<file path="config.mk">
export PLATFORM = sky130hd
export DESIGN_NAME = parent_config_contingency_counter
export DESIGN_NICKNAME = d
export VERILOG_FILES = /design/src/rtl/core/pcc_pkg.sv /design/src/rtl/core/pcc_lane.sv /design/src/rtl/core/pcc_merge.sv /design/src/rtl/core/parent_config_contingency_counter.sv
export SDC_FILE = /design/constraint.sdc
export NUM_CORES = 2
export LEC_CHECK = 0
export ABC_AREA = 1
export BUFFER_PORTS_ARGS = -buffer_cell sky130_fd_sc_hd__buf_2
export CAP_MARGIN = 20
export CORE_MARGIN = 2
export CORE_UTILIZATION = 25
export CTS_CLUSTER_DIAMETER = 50
export DETAILED_ROUTE_END_ITERATION = 16
export PLACE_DENSITY_LB_ADDON = 0.12
export SKIP_LAST_GASP = 1
export SLEW_MARGIN = 20
export SYNTH_ARGS = -nofsm -noshare
export SYNTH_HDL_FRONTEND = slang
export SYNTH_HIERARCHICAL = 1
export SYNTH_SLANG_ARGS = --single-unit
</file>
<file path="constraint.sdc">
create_clock -name clk_i -period 6.2 [get_ports clk_i]
set_input_delay 0.31 -clock clk_i [delete_from_list [all_inputs] [get_ports clk_i]]
set_output_delay 0.31 -clock clk_i [all_outputs]
set_load 0.02 [all_outputs]
</file>
<file path="src/rtl/core/pcc_pkg.sv">
`timescale 1ns / 1ps
`default_nettype none
// ----------------------------------------------------------------------------
// pcc_pkg: shared types and constants of the contingency counter
// Word layouts, configuration register indexes, lane control and FSM states.
// ----------------------------------------------------------------------------
package pcc_pkg;

  localparam int VAL_W          = 2;   // width of one category value
  localparam int NUM_IN_PARENTS = 4;   // parent values carried by a sample
  localparam int NP_W           = 3;   // effective parent count, 0..4
  localparam int CFG_W          = 3;   // configuration data width
  localparam int CFG_IDX_W      = 1;   // configuration register index width
  localparam int SLOT_W         = 3;
  localparam int TOTAL_W        = 4;
  localparam int OUT_CNT_W      = 16;
  localparam int OUT_CNTS       = 4;

  localparam logic [CFG_IDX_W-1:0] CFG_PARENT_COUNT = 1'b0;
  localparam logic [CFG_IDX_W-1:0] CFG_CATEGORIES   = 1'b1;

  localparam logic [CFG_W-1:0] PARENT_COUNT_RST = 3'd1;
  localparam logic [CFG_W-1:0] CATEGORIES_RST   = 3'd4;

  localparam logic KIND_ACK = 1'b0;
  localparam logic KIND_ROW = 1'b1;

  typedef struct packed {
    logic [VAL_W-1:0] parent_value_0;
    logic [VAL_W-1:0] parent_value_1;
    logic [VAL_W-1:0] parent_value_2;
    logic [VAL_W-1:0] parent_value_3;
    logic [VAL_W-1:0] child_value;
    logic             last_sample;
  } sample_t;

  typedef struct packed {
    logic                 kind;
    logic [SLOT_W-1:0]    slot;
    logic                 is_new;
    logic                 table_full;
    logic                 bad_value;
    logic [OUT_CNT_W-1:0] count_0;
    logic [OUT_CNT_W-1:0] count_1;
    logic [OUT_CNT_W-1:0] count_2;
    logic [OUT_CNT_W-1:0] count_3;
    logic [TOTAL_W-1:0]   config_total;
    logic                 last;
  } result_t;

  typedef struct packed {
    logic append;  // write key, start counts with the child at one
    logic bump;    // saturating increment of the child's count
  } lane_ctl_t;

  typedef enum logic [1:0] {
    ST_IDLE,
    ST_EVAL,
    ST_OUT
  } pcc_state_e;

endpackage
`default_nettype wire

</file>
<file path="src/rtl/core/pcc_lane.sv">
`timescale 1ns / 1ps
`default_nettype none
// ----------------------------------------------------------------------------
// pcc_lane: one configuration table entry
// Holds a parent key and its child-category counts, compares the key against
// the current sample and applies append or increment.
// ----------------------------------------------------------------------------
module pcc_lane #(
  parameter int KEY_PARENTS = 4,
  parameter int NUM_CNT     = 4,
  parameter int COUNT_WIDTH = 16
) (
  input  wire                                                 clk_i,
  input  pcc_pkg::lane_ctl_t                                  ctl_i,
  input  wire                                                 active_i,
  input  wire  [pcc_pkg::NP_W-1:0]                            np_i,
  input  wire  [pcc_pkg::NUM_IN_PARENTS-1:0][pcc_pkg::VAL_W-1:0] pv_i,
  input  wire  [pcc_pkg::VAL_W-1:0]                           child_i,
  output logic                                                hit_o,
  output logic [NUM_CNT-1:0][COUNT_WIDTH-1:0]                 cnt_o,
  output logic [NUM_CNT-1:0][COUNT_WIDTH-1:0]                 cnt_next_o
);
  import pcc_pkg::*;

  logic [KEY_PARENTS-1:0][VAL_W-1:0] key_q;
  logic [NUM_CNT-1:0][COUNT_WIDTH-1:0] cnt_q, cnt_d;

  always_comb begin
    hit_o = active_i;
    for (int i = 0; i < KEY_PARENTS; i++) begin
      if (NP_W'(i) < np_i && key_q[i] != pv_i[i]) hit_o = 1'b0;
    end
  end

  always_comb begin
    cnt_d = cnt_q;
    for (int j = 0; j < NUM_CNT; j++) begin
      if (ctl_i.append) begin
        cnt_d[j] = (VAL_W'(j) == child_i) ? COUNT_WIDTH'(1) : '0;
      end else if (ctl_i.bump && VAL_W'(j) == child_i && cnt_q[j] != '1) begin
        cnt_d[j] = cnt_q[j] + 1'b1;
      end
    end
  end

  always_ff @(posedge clk_i) begin
    if (ctl_i.append) begin
      for (int i = 0; i < KEY_PARENTS; i++) key_q[i] <= pv_i[i];
    end
    cnt_q <= cnt_d;
  end

  assign cnt_o      = cnt_q;
  assign cnt_next_o = cnt_d;

endmodule
`default_nettype wire

</file>
<file path="src/rtl/core/pcc_merge.sv">
`timescale 1ns / 1ps
`default_nettype none
// ----------------------------------------------------------------------------
// pcc_merge: combines lane compare results
// Picks the lowest matching entry, which is the earliest configuration seen.
// ----------------------------------------------------------------------------
module pcc_merge #(
  parameter int LANES = 8
) (
  input  wire  [LANES-1:0]         hit_i,
  output logic                     found_o,
  output logic [$clog2(LANES)-1:0] idx_o
);
  localparam int IDX_W = $clog2(LANES);

  always_comb begin
    found_o = 1'b0;
    idx_o   = '0;
    for (int k = LANES - 1; k >= 0; k--) begin
      if (hit_i[k]) begin
        found_o = 1'b1;
        idx_o   = IDX_W'(k);
      end
    end
  end

endmodule
`default_nettype wire

</file>
<file path="src/rtl/core/parent_config_contingency_counter.sv">
`timescale 1ns / 1ps
`default_nettype none
// ----------------------------------------------------------------------------
// parent_config_contingency_counter: parent-configuration contingency table
// Counts child categories per distinct parent configuration, acknowledges
// every sample and dumps the table on the last sample of a data set.
// ----------------------------------------------------------------------------
// A sample word goes through ST_IDLE, which accepts it; ST_EVAL, in which
// every table entry compares its key in its own lane, the merge picks the
// first match (or an entry is appended) and the ack word is registered;
// and ST_OUT, which hands it over when out_ready_i is high. A word marked
// last_sample adds one dump row per used entry, after which the table is empty.
// The block takes one sample at a time; in_ready_o is low from acceptance
// until the last result of that sample has been taken. A sample with a value
// at or above the category count, or one needing a new entry when all
// MAX_CONFIGS entries are in use, changes no entry and is flagged in its
// acknowledgement. Counts saturate at 2^COUNT_WIDTH-1 and show as at most
// 65535. Keys and counts need no reset: an entry is written when appended.
// The user must write configuration only while the block is idle; the block itself does not enforce it.
// ----------------------------------------------------------------------------
module parent_config_contingency_counter #(
  parameter int PARENT_LIMIT   = 4,
  parameter int MAX_CONFIGS    = 8,
  parameter int MAX_CATEGORIES = 4,
  parameter int COUNT_WIDTH    = 16
) (
  input  wire                              clk_i,
  input  wire                              rst_ni,
  input  wire                              cfg_we_i,
  input  wire  [pcc_pkg::CFG_IDX_W-1:0]    cfg_idx_i,
  input  wire  [pcc_pkg::CFG_W-1:0]        cfg_data_i,
  input  wire                              in_valid_i,
  output logic                             in_ready_o,
  input  pcc_pkg::sample_t                 in_word_i,
  output logic                             out_valid_o,
  input  wire                              out_ready_i,
  output pcc_pkg::result_t                 out_word_o
);
  import pcc_pkg::*;

  localparam int KEY_PARENTS = (PARENT_LIMIT < NUM_IN_PARENTS) ? PARENT_LIMIT : NUM_IN_PARENTS;
  localparam int NUM_CNT     = (MAX_CATEGORIES < OUT_CNTS) ? MAX_CATEGORIES : OUT_CNTS;
  localparam int LANE_W      = $clog2(MAX_CONFIGS);
  localparam int USED_W      = $clog2(MAX_CONFIGS + 1);

  typedef logic [NUM_CNT-1:0][COUNT_WIDTH-1:0] lane_cnt_t;
  typedef logic [OUT_CNTS-1:0][OUT_CNT_W-1:0]  out_cnt_t;

  // Clamp counts to the 16-bit output fields; missing categories read 0.
  function automatic out_cnt_t fmt_counts(input lane_cnt_t c);
    out_cnt_t    r;
    logic [31:0] ext;
    r = '0;
    for (int j = 0; j < NUM_CNT; j++) begin
      ext  = 32'(c[j]);
      r[j] = (ext > 32'hFFFF) ? '1 : ext[OUT_CNT_W-1:0];
    end
    return r;
  endfunction

  pcc_state_e state_q, state_d;

  logic [CFG_W-1:0]  parent_count_q, categories_q;
  logic [USED_W-1:0] used_q, used_next, dump_idx_q;
  logic              last_q;
  sample_t           sample_q;
  result_t           out_q;

  logic [NP_W-1:0]  np;
  logic [CFG_W-1:0] nc;
  logic [NUM_IN_PARENTS-1:0][VAL_W-1:0] pv;

  logic bad, found, need_new, full_tbl, do_append, ok;
  logic [LANE_W-1:0] hit_idx, slot_sel, row_idx;
  logic ld_ack, ld_row, clr_used;

  logic [MAX_CONFIGS-1:0] hit_vec, app_vec, bump_vec;
  lane_cnt_t lane_cnt_q [MAX_CONFIGS];
  lane_cnt_t lane_cnt_d [MAX_CONFIGS];
  lane_ctl_t lane_ctl   [MAX_CONFIGS];

  result_t  ack_w, row_w;
  out_cnt_t ack_cnt, row_cnt;

  // Configuration registers
  always_ff @(posedge clk_i or negedge rst_ni) begin
    if (!rst_ni) begin
      parent_count_q <= PARENT_COUNT_RST;
      categories_q   <= CATEGORIES_RST;
    end else if (cfg_we_i) begin
      case (cfg_idx_i)
        CFG_PARENT_COUNT: parent_count_q <= cfg_data_i;
        CFG_CATEGORIES:   categories_q   <= cfg_data_i;
        default: ;
      endcase
    end
  end

  // Effective parent and category counts
  assign np = (int'(parent_count_q) > KEY_PARENTS) ? NP_W'(KEY_PARENTS)
                                                    : NP_W'(parent_count_q);
  assign nc = (int'(categories_q) > MAX_CATEGORIES) ? CFG_W'(MAX_CATEGORIES)
                                                     : categories_q;

  assign pv[0] = sample_q.parent_value_0;
  assign pv[1] = sample_q.parent_value_1;
  assign pv[2] = sample_q.parent_value_2;
  assign pv[3] = sample_q.parent_value_3;

  // Range check of every used value
  always_comb begin
    bad = 1'b0;
    for (int i = 0; i < NUM_IN_PARENTS; i++) begin
      if (NP_W'(i) < np && {1'b0, pv[i]} >= nc) bad = 1'b1;
    end
    if ({1'b0, sample_q.child_value} >= nc) bad = 1'b1;
  end

  // One lane per table entry
  for (genvar k = 0; k < MAX_CONFIGS; k++) begin : g_lane
    assign app_vec[k]  = ld_ack & do_append & (USED_W'(k) == used_q);
    assign bump_vec[k] = ld_ack & ok & found & (hit_idx == LANE_W'(k));
    assign lane_ctl[k] = '{append: app_vec[k], bump: bump_vec[k]};

    pcc_lane #(
      .KEY_PARENTS (KEY_PARENTS),
      .NUM_CNT     (NUM_CNT),
      .COUNT_WIDTH (COUNT_WIDTH)
    ) u_lane (
      .clk_i      (clk_i),
      .ctl_i      (lane_ctl[k]),
      .active_i   (USED_W'(k) < used_q),
      .np_i       (np),
      .pv_i       (pv),
      .child_i    (sample_q.child_value),
      .hit_o      (hit_vec[k]),
      .cnt_o      (lane_cnt_q[k]),
      .cnt_next_o (lane_cnt_d[k])
    );
  end

  pcc_merge #(
    .LANES (MAX_CONFIGS)
  ) u_merge (
    .hit_i   (hit_vec),
    .found_o (found),
    .idx_o   (hit_idx)
  );

  // Match, append or drop
  assign need_new  = ~bad & ~found;
  assign full_tbl  = need_new & (used_q == USED_W'(MAX_CONFIGS));
  assign do_append = need_new & ~full_tbl;
  assign ok        = ~bad & ~full_tbl;
  assign slot_sel  = found ? hit_idx : used_q[LANE_W-1:0];
  assign used_next = do_append ? USED_W'(used_q + 1'b1) : used_q;

  // Acknowledgement word: counts after the update
  assign ack_cnt = ok ? fmt_counts(lane_cnt_d[slot_sel]) : '0;
  always_comb begin
    ack_w              = '0;
    ack_w.kind         = KIND_ACK;
    ack_w.slot         = ok ? SLOT_W'(slot_sel) : '0;
    ack_w.is_new       = do_append;
    ack_w.table_full   = full_tbl;
    ack_w.bad_value    = bad;
    ack_w.count_0      = ack_cnt[0];
    ack_w.count_1      = ack_cnt[1];
    ack_w.count_2      = ack_cnt[2];
    ack_w.count_3      = ack_cnt[3];
    ack_w.config_total = TOTAL_W'(used_next);
    ack_w.last         = ~sample_q.last_sample;
  end

  // Dump row word
  assign row_idx = dump_idx_q[LANE_W-1:0];
  assign row_cnt = fmt_counts(lane_cnt_q[row_idx]);
  always_comb begin
    row_w              = '0;
    row_w.kind         = KIND_ROW;
    row_w.slot         = SLOT_W'(dump_idx_q);
    row_w.count_0      = row_cnt[0];
    row_w.count_1      = row_cnt[1];
    row_w.count_2      = row_cnt[2];
    row_w.count_3      = row_cnt[3];
    row_w.config_total = TOTAL_W'(used_q);
    row_w.last         = (USED_W'(dump_idx_q + 1'b1) == used_q);
  end

  // Sequencer
  always_comb begin
    state_d  = state_q;
    ld_ack   = 1'b0;
    ld_row   = 1'b0;
    clr_used = 1'b0;
    case (state_q)
      ST_IDLE: begin
        if (in_valid_i) state_d = ST_EVAL;
      end
      ST_EVAL: begin
        ld_ack  = 1'b1;
        state_d = ST_OUT;
      end
      ST_OUT: begin
        if (out_ready_i) begin
          if (last_q && dump_idx_q < used_q) begin
            ld_row = 1'b1;
          end else begin
            state_d  = ST_IDLE;
            clr_used = last_q;
          end
        end
      end
      default: state_d = ST_IDLE;
    endcase
  end

  always_ff @(posedge clk_i or negedge rst_ni) begin
    if (!rst_ni) begin
      state_q    <= ST_IDLE;
      used_q     <= '0;
      last_q     <= 1'b0;
      dump_idx_q <= '0;
    end else begin
      state_q <= state_d;
      if (ld_ack) begin
        used_q     <= used_next;
        last_q     <= sample_q.last_sample;
        dump_idx_q <= '0;
      end else begin
        if (clr_used) used_q <= '0;
        if (ld_row) dump_idx_q <= USED_W'(dump_idx_q + 1'b1);
      end
    end
  end

  // Payload registers
  always_ff @(posedge clk_i) begin
    if (in_valid_i && in_ready_o) sample_q <= in_word_i;
    if (ld_ack) out_q <= ack_w;
    else if (ld_row) out_q <= row_w;
  end

  assign in_ready_o  = (state_q == ST_IDLE);
  assign out_valid_o = (state_q == ST_OUT);
  assign out_word_o  = out_q;

  // Checks
  a_used_bound: assert property (@(posedge clk_i) disable iff (!rst_ni)
    used_q <= USED_W'(MAX_CONFIGS))
    else $error("entry count beyond table size");

  a_one_lane: assert property (@(posedge clk_i) disable iff (!rst_ni)
    $onehot0(app_vec) && $onehot0(bump_vec) && !((app_vec | bump_vec) == '0 && ld_ack && ok))
    else $error("lane update not exactly one entry");

  a_row_on_last: assert property (@(posedge clk_i) disable iff (!rst_ni)
    out_valid_o && out_word_o.kind == KIND_ROW |-> last_q)
    else $error("dump row without last sample");

  a_clear_after_dump: assert property (@(posedge clk_i) disable iff (!rst_ni)
    clr_used |=> used_q == '0 && in_ready_o)
    else $error("table not emptied after dump");

endmodule
`default_nettype wire

</file>
After elaboration in Yosys (flattened, before gate mapping)
Cells that the tools add are included.
{ "op_classes": {"addsub": 34, "magnitude_cmp": 22, "n_eq_ne": 88, "muxes": 150, "n_bitwise": 30, "n_reduce_logical": 111} }
{ "op_table": {"columns": ["cell", "n"], "rows": [
  ["2-to-1 mux 16 bit", 64],
  ["adder 16 x 1 -> 16 bit, second input constant", 32],
  ["!= test 16 bit, second input constant", 32],
  ["binary-select mux 64 bit (select 3 bit)", 2],
  ["2-to-1 mux 64 bit", 5],
  ["2-to-1 mux 75 bit", 2],
  ["logical AND 1 bit", 102],
  ["!= test 2 bit", 32],
  ["2-to-1 mux 1 bit", 56],
  ["2-to-1 mux 3 bit", 12],
  ["bitwise AND 1 bit", 23],
  ["2-to-1 mux 4 bit", 5],
  ["== test 3 x 4 -> 1 bit, first input constant", 4],
  ["less-than comparator 3 x 4 -> 1 bit, first input constant", 4],
  [">= comparator 2 x 3 -> 1 bit", 5],
  ["== test 3 bit, second input constant", 4],
  ["adder 4 x 1 -> 4 bit, second input constant", 2],
  ["== test 2 x 4 -> 1 bit, first input constant", 2],
  [">= comparator 4 bit, second input constant", 2],
  ["less-than comparator 1 x 4 -> 1 bit, first input constant", 2],
  ["less-than comparator 2 x 4 -> 1 bit, first input constant", 2],
  ["NOT 3 -> 4 bit", 2],
  ["== test 3 x 2 -> 1 bit, second input constant", 2],
  ["greater-than comparator 3 bit, second input constant", 2],
  ["other kinds (22)", 35]
]} }
{ "totals": {"ff_bits": 680, "inputBits": 20, "out_inout_bits": 78, "word_cells": 522} }

Longest topological paths before layout
{ "depth": {"ltp_word": 33, "ltp_mapped": 31, "ltp_nobuf": 31} }

By module
Netlist, hierarchy kept.
{ "modules_own_cells": {"columns": ["mod", "n_inst", "cells_each", "area_per_inst_um2"], "rows": [
  ["pcc_lane at g_lane[0].u_lane ...", 5, 594, 3970.1],
  ["parent_config_contingency_counter", 1, 2412, 13380.3],
  ["pcc_lane at g_lane[5].u_lane ...", 3, 592, 3962.6],
  ["pcc_merge", 1, 22, 98.8]
]} }

Least setup slack after synthesis
No wires, ideal clock.
{ "synth_path": {"path_type": "register -> register", "startpoint": "register parent_count_q[2]", "endpoint": "register out_q (netlist bit out_word_o[21]), data pin", "arrival_ns": 4.428, "setup_slack_ns": 1.513, "stages_incl_launch_ff": 24, "period_less_slack_ns": 4.687, "cell_sequence": "dfrtp_1 nor2_1 a21oi_1 o21bai_1 nand3_1 nor2_1 or2_1 nor3_2 nand2_1 buf_4 inv_2 nand4_1 nor3b_1 clkbuf_1 clkinv_1 clkbuf_1 nand3_1 nand2_1 nand2_1 nand3_1 nand3_1 nand2_1 nand2_1 nand3_1"} }
{ "synth_rtl": {"columns": ["item", "line_no", "text"], "rows": [
  ["start, declared", "parent_config_contingency_counter.sv:63", "logic [CFG_W-1:0] parent_count_q, categories_q;"],
  ["start signal, assigned", "parent_config_contingency_counter.sv:92", "CFG_PARENT_COUNT: parent_count_q <= cfg_data_i;"],
  ["end signal, assigned", "parent_config_contingency_counter.sv:240", "if (ld_ack) out_q <= ack_w;"],
  ["end signal, assigned", "parent_config_contingency_counter.sv:241", "else if (ld_row) out_q <= row_w;"],
  ["end, declared", "parent_config_contingency_counter.sv:67", "result_t out_q;"]
]} }

==> flow_summary.ini <==
[outcome]
status = completed

[synthesis]
synth_seq_area_share_pct = 33.6
synth_cell_type_count = 41
postSynth.asyncResetShare_pct = 2.50
synthesis.instances = 7180
synth-compound-area-share_pct = 10.9
mapped_area_um2 = 45200
post_synth_fa_ha_maj_area_fraction_pct = 1.38
synth_xor_area_share_pct = 5.06
synth_ff_type = dfxtp_1
postSynthRegisterBits = 680
avgSynthCellArea_um2 = 6.30
yosys.cell_count.top_type = nand2_1
synth_top_cell_by_area = dfxtp_1
mappedNetlistNets = 7250
synth_top_family_by_area = simple AND/OR/NAND/NOR gates
synth_simple_gate_area_share_pct = 42.0
synth.top_cell.area_share_pct = 22.7
number_of_enable_flip_flop_cells_after_synthesis = 150
ys_top_cells_by_area = dfxtp_1 23%, nand2_1 19%, edfxtp_1 10%, nand3_1 9.6%, nor2_1 9.0%
most_used_standard_cells_in_the_synthesized_netlist = 2341 x nand2_1, 1083 x nor2_1, 870 x nand3_1, 513 x dfxtp_1, 395 x inv_1
ys.warnings.count = 6
synth.area.mux_share_pct = 0

[global_routing]
antenna_found_initial = 7
grt_pass1_vias = 44500
grt_first_pass_wirelength_mm = 293
total_global_routing_track_utilization_pct = 20.8
global_route.overflow_total = 0
grt_max_degree = 134

[critical_path]
path_class = reg2reg
timing.critical_path.max_delay_family = simple AND/OR/NAND/NOR gates
crit_cells = 25
worst-path-buf-inv = 4
critical_path.reg2reg.endpoint = out_word_o[51]
timing.reg2reg.setup_slack_ns = 0.94
cp_slowest_stage_delay_ns = 0.69
worst_reg2reg_path_startpoint = parent_count_q[2]
crit_slowest_cell = dfrtp_1
timing.critical_path.fanout_max = 24
worst_setup_path_startpoint = parent_count_q[2]
cp_capture_type = flip-flop
critPathRequiredTime_ns = 6.71
crit_path_end = out_word_o[51]
path_common_cell = nand3_1
worstRegToRegCells = 25
startpoint_type = flip-flop
cp_data_arrival_time_ns = 5.77

[timing]
final-hold-violation-count = 0
clock-skew-final_ns = 0.0344
final_period_minus_worst_setup_slack_ns = 5.26
final.period_utilization_pct = 84.9
timing.final.setup_violations = 0
rsz_0062_raised_after_global_routing = no
fin_tns_setup_ns = 0
fin_hold_ws_ns = 0.0886
max_slew.worst_pin.slew_ns = 1.13
max-slew-margin-rel_pct = 24.8
fmax_ghz = 0.190
number_of_pins_exceeding_their_max_slew_limit_in_the_final_report = 0

[clock_network]
post_cts_buffers = 0
clk_latency_ns = 0.78
clk_pin_slew_ns = 0.05
ctsLongestPathBuffers = 3
numCtsBuffers = 131
cts.root.buffer_cell = clkbuf_16
cts_tree = yes
clock_tree.htree_level_count = 4
clock-sinks = 680

[cells_and_area]
layout.core_utilization_pct = 29.4
post_route_cells_drive_above_1_share_pct = 7.94
area.growth.synth_to_final_pct = 17.1
finalNetCount = 7305

[worst_hold_path]
worstHoldPathType = in2async

[flow_run]
number_of_maximum_capacitance_constraint_violations = 0

[floorplan]
floorplan.initialDensity_pct = 25.1
core_um2 = 180000
rows = 156
dieArea_um2 = 184000
fp.dieW_um = 429
die_h_um = 429
floorplan.io_pins = 98

[routing]
via_count = 47400
route.antenna.remaining_nets = 0
route.detailed.wl_per_inst_um = 20.3
drt_drc_violations_left = 0
sum_of_routed_wire_length_over_all_layers_mm = 197
via_per_inst = 4.87
drtIter0Drc = 3856
dr.pass1.iters = 6

[pwr]
irDropWorstVdd_v = 0.000626
cellLeakagePower_nw = 21.4
pwr_density_cell_nw_per_um2 = 465

[placement]
place_hpwl_mm = 143
buffer_ports.inserted = 97
gp_congestion = 0.863
-- worst register-to-register path, delay by kind of cell, from the launching register on --
| family | cells | cell delay, ns |
|---|---|---|
| AND/OR/NAND/NOR | 18 | 2.81 |
| AO/OA/AOI/OAI | 3 | 0.85 |
| buffers and inverters | 4 | 0.65 |
| flip-flops | 1 | 0.69 |
-- layer usage --
metal  vias to the layer above  wire [um]  track usage, %
li1                      23700          -               -
met1                     22300      94900            29.6
met2                      1152      87200            32.6
met3                       219      10200            2.98
met4                         0       4800            5.57
met5                         -          0               0
-- worst min path at each step --
stage / depth (start not counted) / endpoint
6_report: 2 / parent_count_q[0]
5_1_grt: 2 / parent_count_q[0]
4_1_cts: 2 / parent_count_q[0]
3_5_place_dp: 1 / state_q[0]
3_3_place_gp: 1 / state_q[0]
2_1_floorplan: 0 / categories_q[0]
-- cell families (layout without fill, tap and decap cells) --
group           after synthesis  after routing
compound gates              907            907
xor+xnor                    261            261
fa+ha+maj                    50             50
buf+inv                     751            916
flops                       680            680
other cells                   0              2
simple gates               4531           4531
-- per-stage QoR --
step	setup WS (ns)	cell area, um2	power (mW)	instances
global route	0.385	52900	26.0	9716
finish	0.936	52900	24.6	9717
floorplan	1.51	45200	12.5	7180
global placement	0.954	48200	17.2	9448
detailed placement	0.971	48200	17.1	9448
CTS	0.951	52900	24.7	9715
-- layout make-up --
| class | count | area (um2) |
|---|---|---|
| multi-input combinational | 5749 | 26900 |
| tap | 2370 | 2970 |
| timing repair buffer | 217 | 1550 |
| clock inverter | 70 | 807 |
| fill | 20000 | 127000 |
| antenna | 2 | 5.00 |
| inverter | 456 | 1730 |
| clock buffer | 173 | 3740 |
| sequential | 680 | 15200 |
-- cells in the final DEF, fill, tap and decap left out, drive strengths merged --
cell,n
clkinv,43
o31ai,8
nand4,135
clkbuf,173
edfxtp,150
diode,2
a31oi,2
o21bai,10
dlygate4sd3,24
ha,50
nand3,871
o22ai,137
dfstp,2
and2,1
buf,193
bufinv,12
a21oi,334
clkinvlp,10
or2,1
nor2,1116
nor3,29
dfrtp,15
inv,461
nand2,2342
dfxtp,513
o21ai,415
nor4,1
xor2,180
nor3b,35
o211ai,1
xnor2,81
-- registers in the layout, summed over array words and instances, names as in the netlist --
signal               cells
pv                       8
g_lane.u_lane/cnt_o    512
state_q                  2
last_q                   1
dump_idx_q               4
categories_q             3
parent_count_q           3
out_word_o              76
used_q                   4
g_lane.u_lane/key_q     64
sample_q                 3
-- power by group --
part	internal, mW	switching, mW
sequential	5.39	1.01
clock	4.78	2.73
combinational	2.76	7.98
-- timing repair --
action	4_1_cts	5_1_grt
hold buffers	24	0
gates resized for setup	0	0
endpoints found under the hold margin	36	0
No activity file was read; power rests on OpenSTA's default activity.
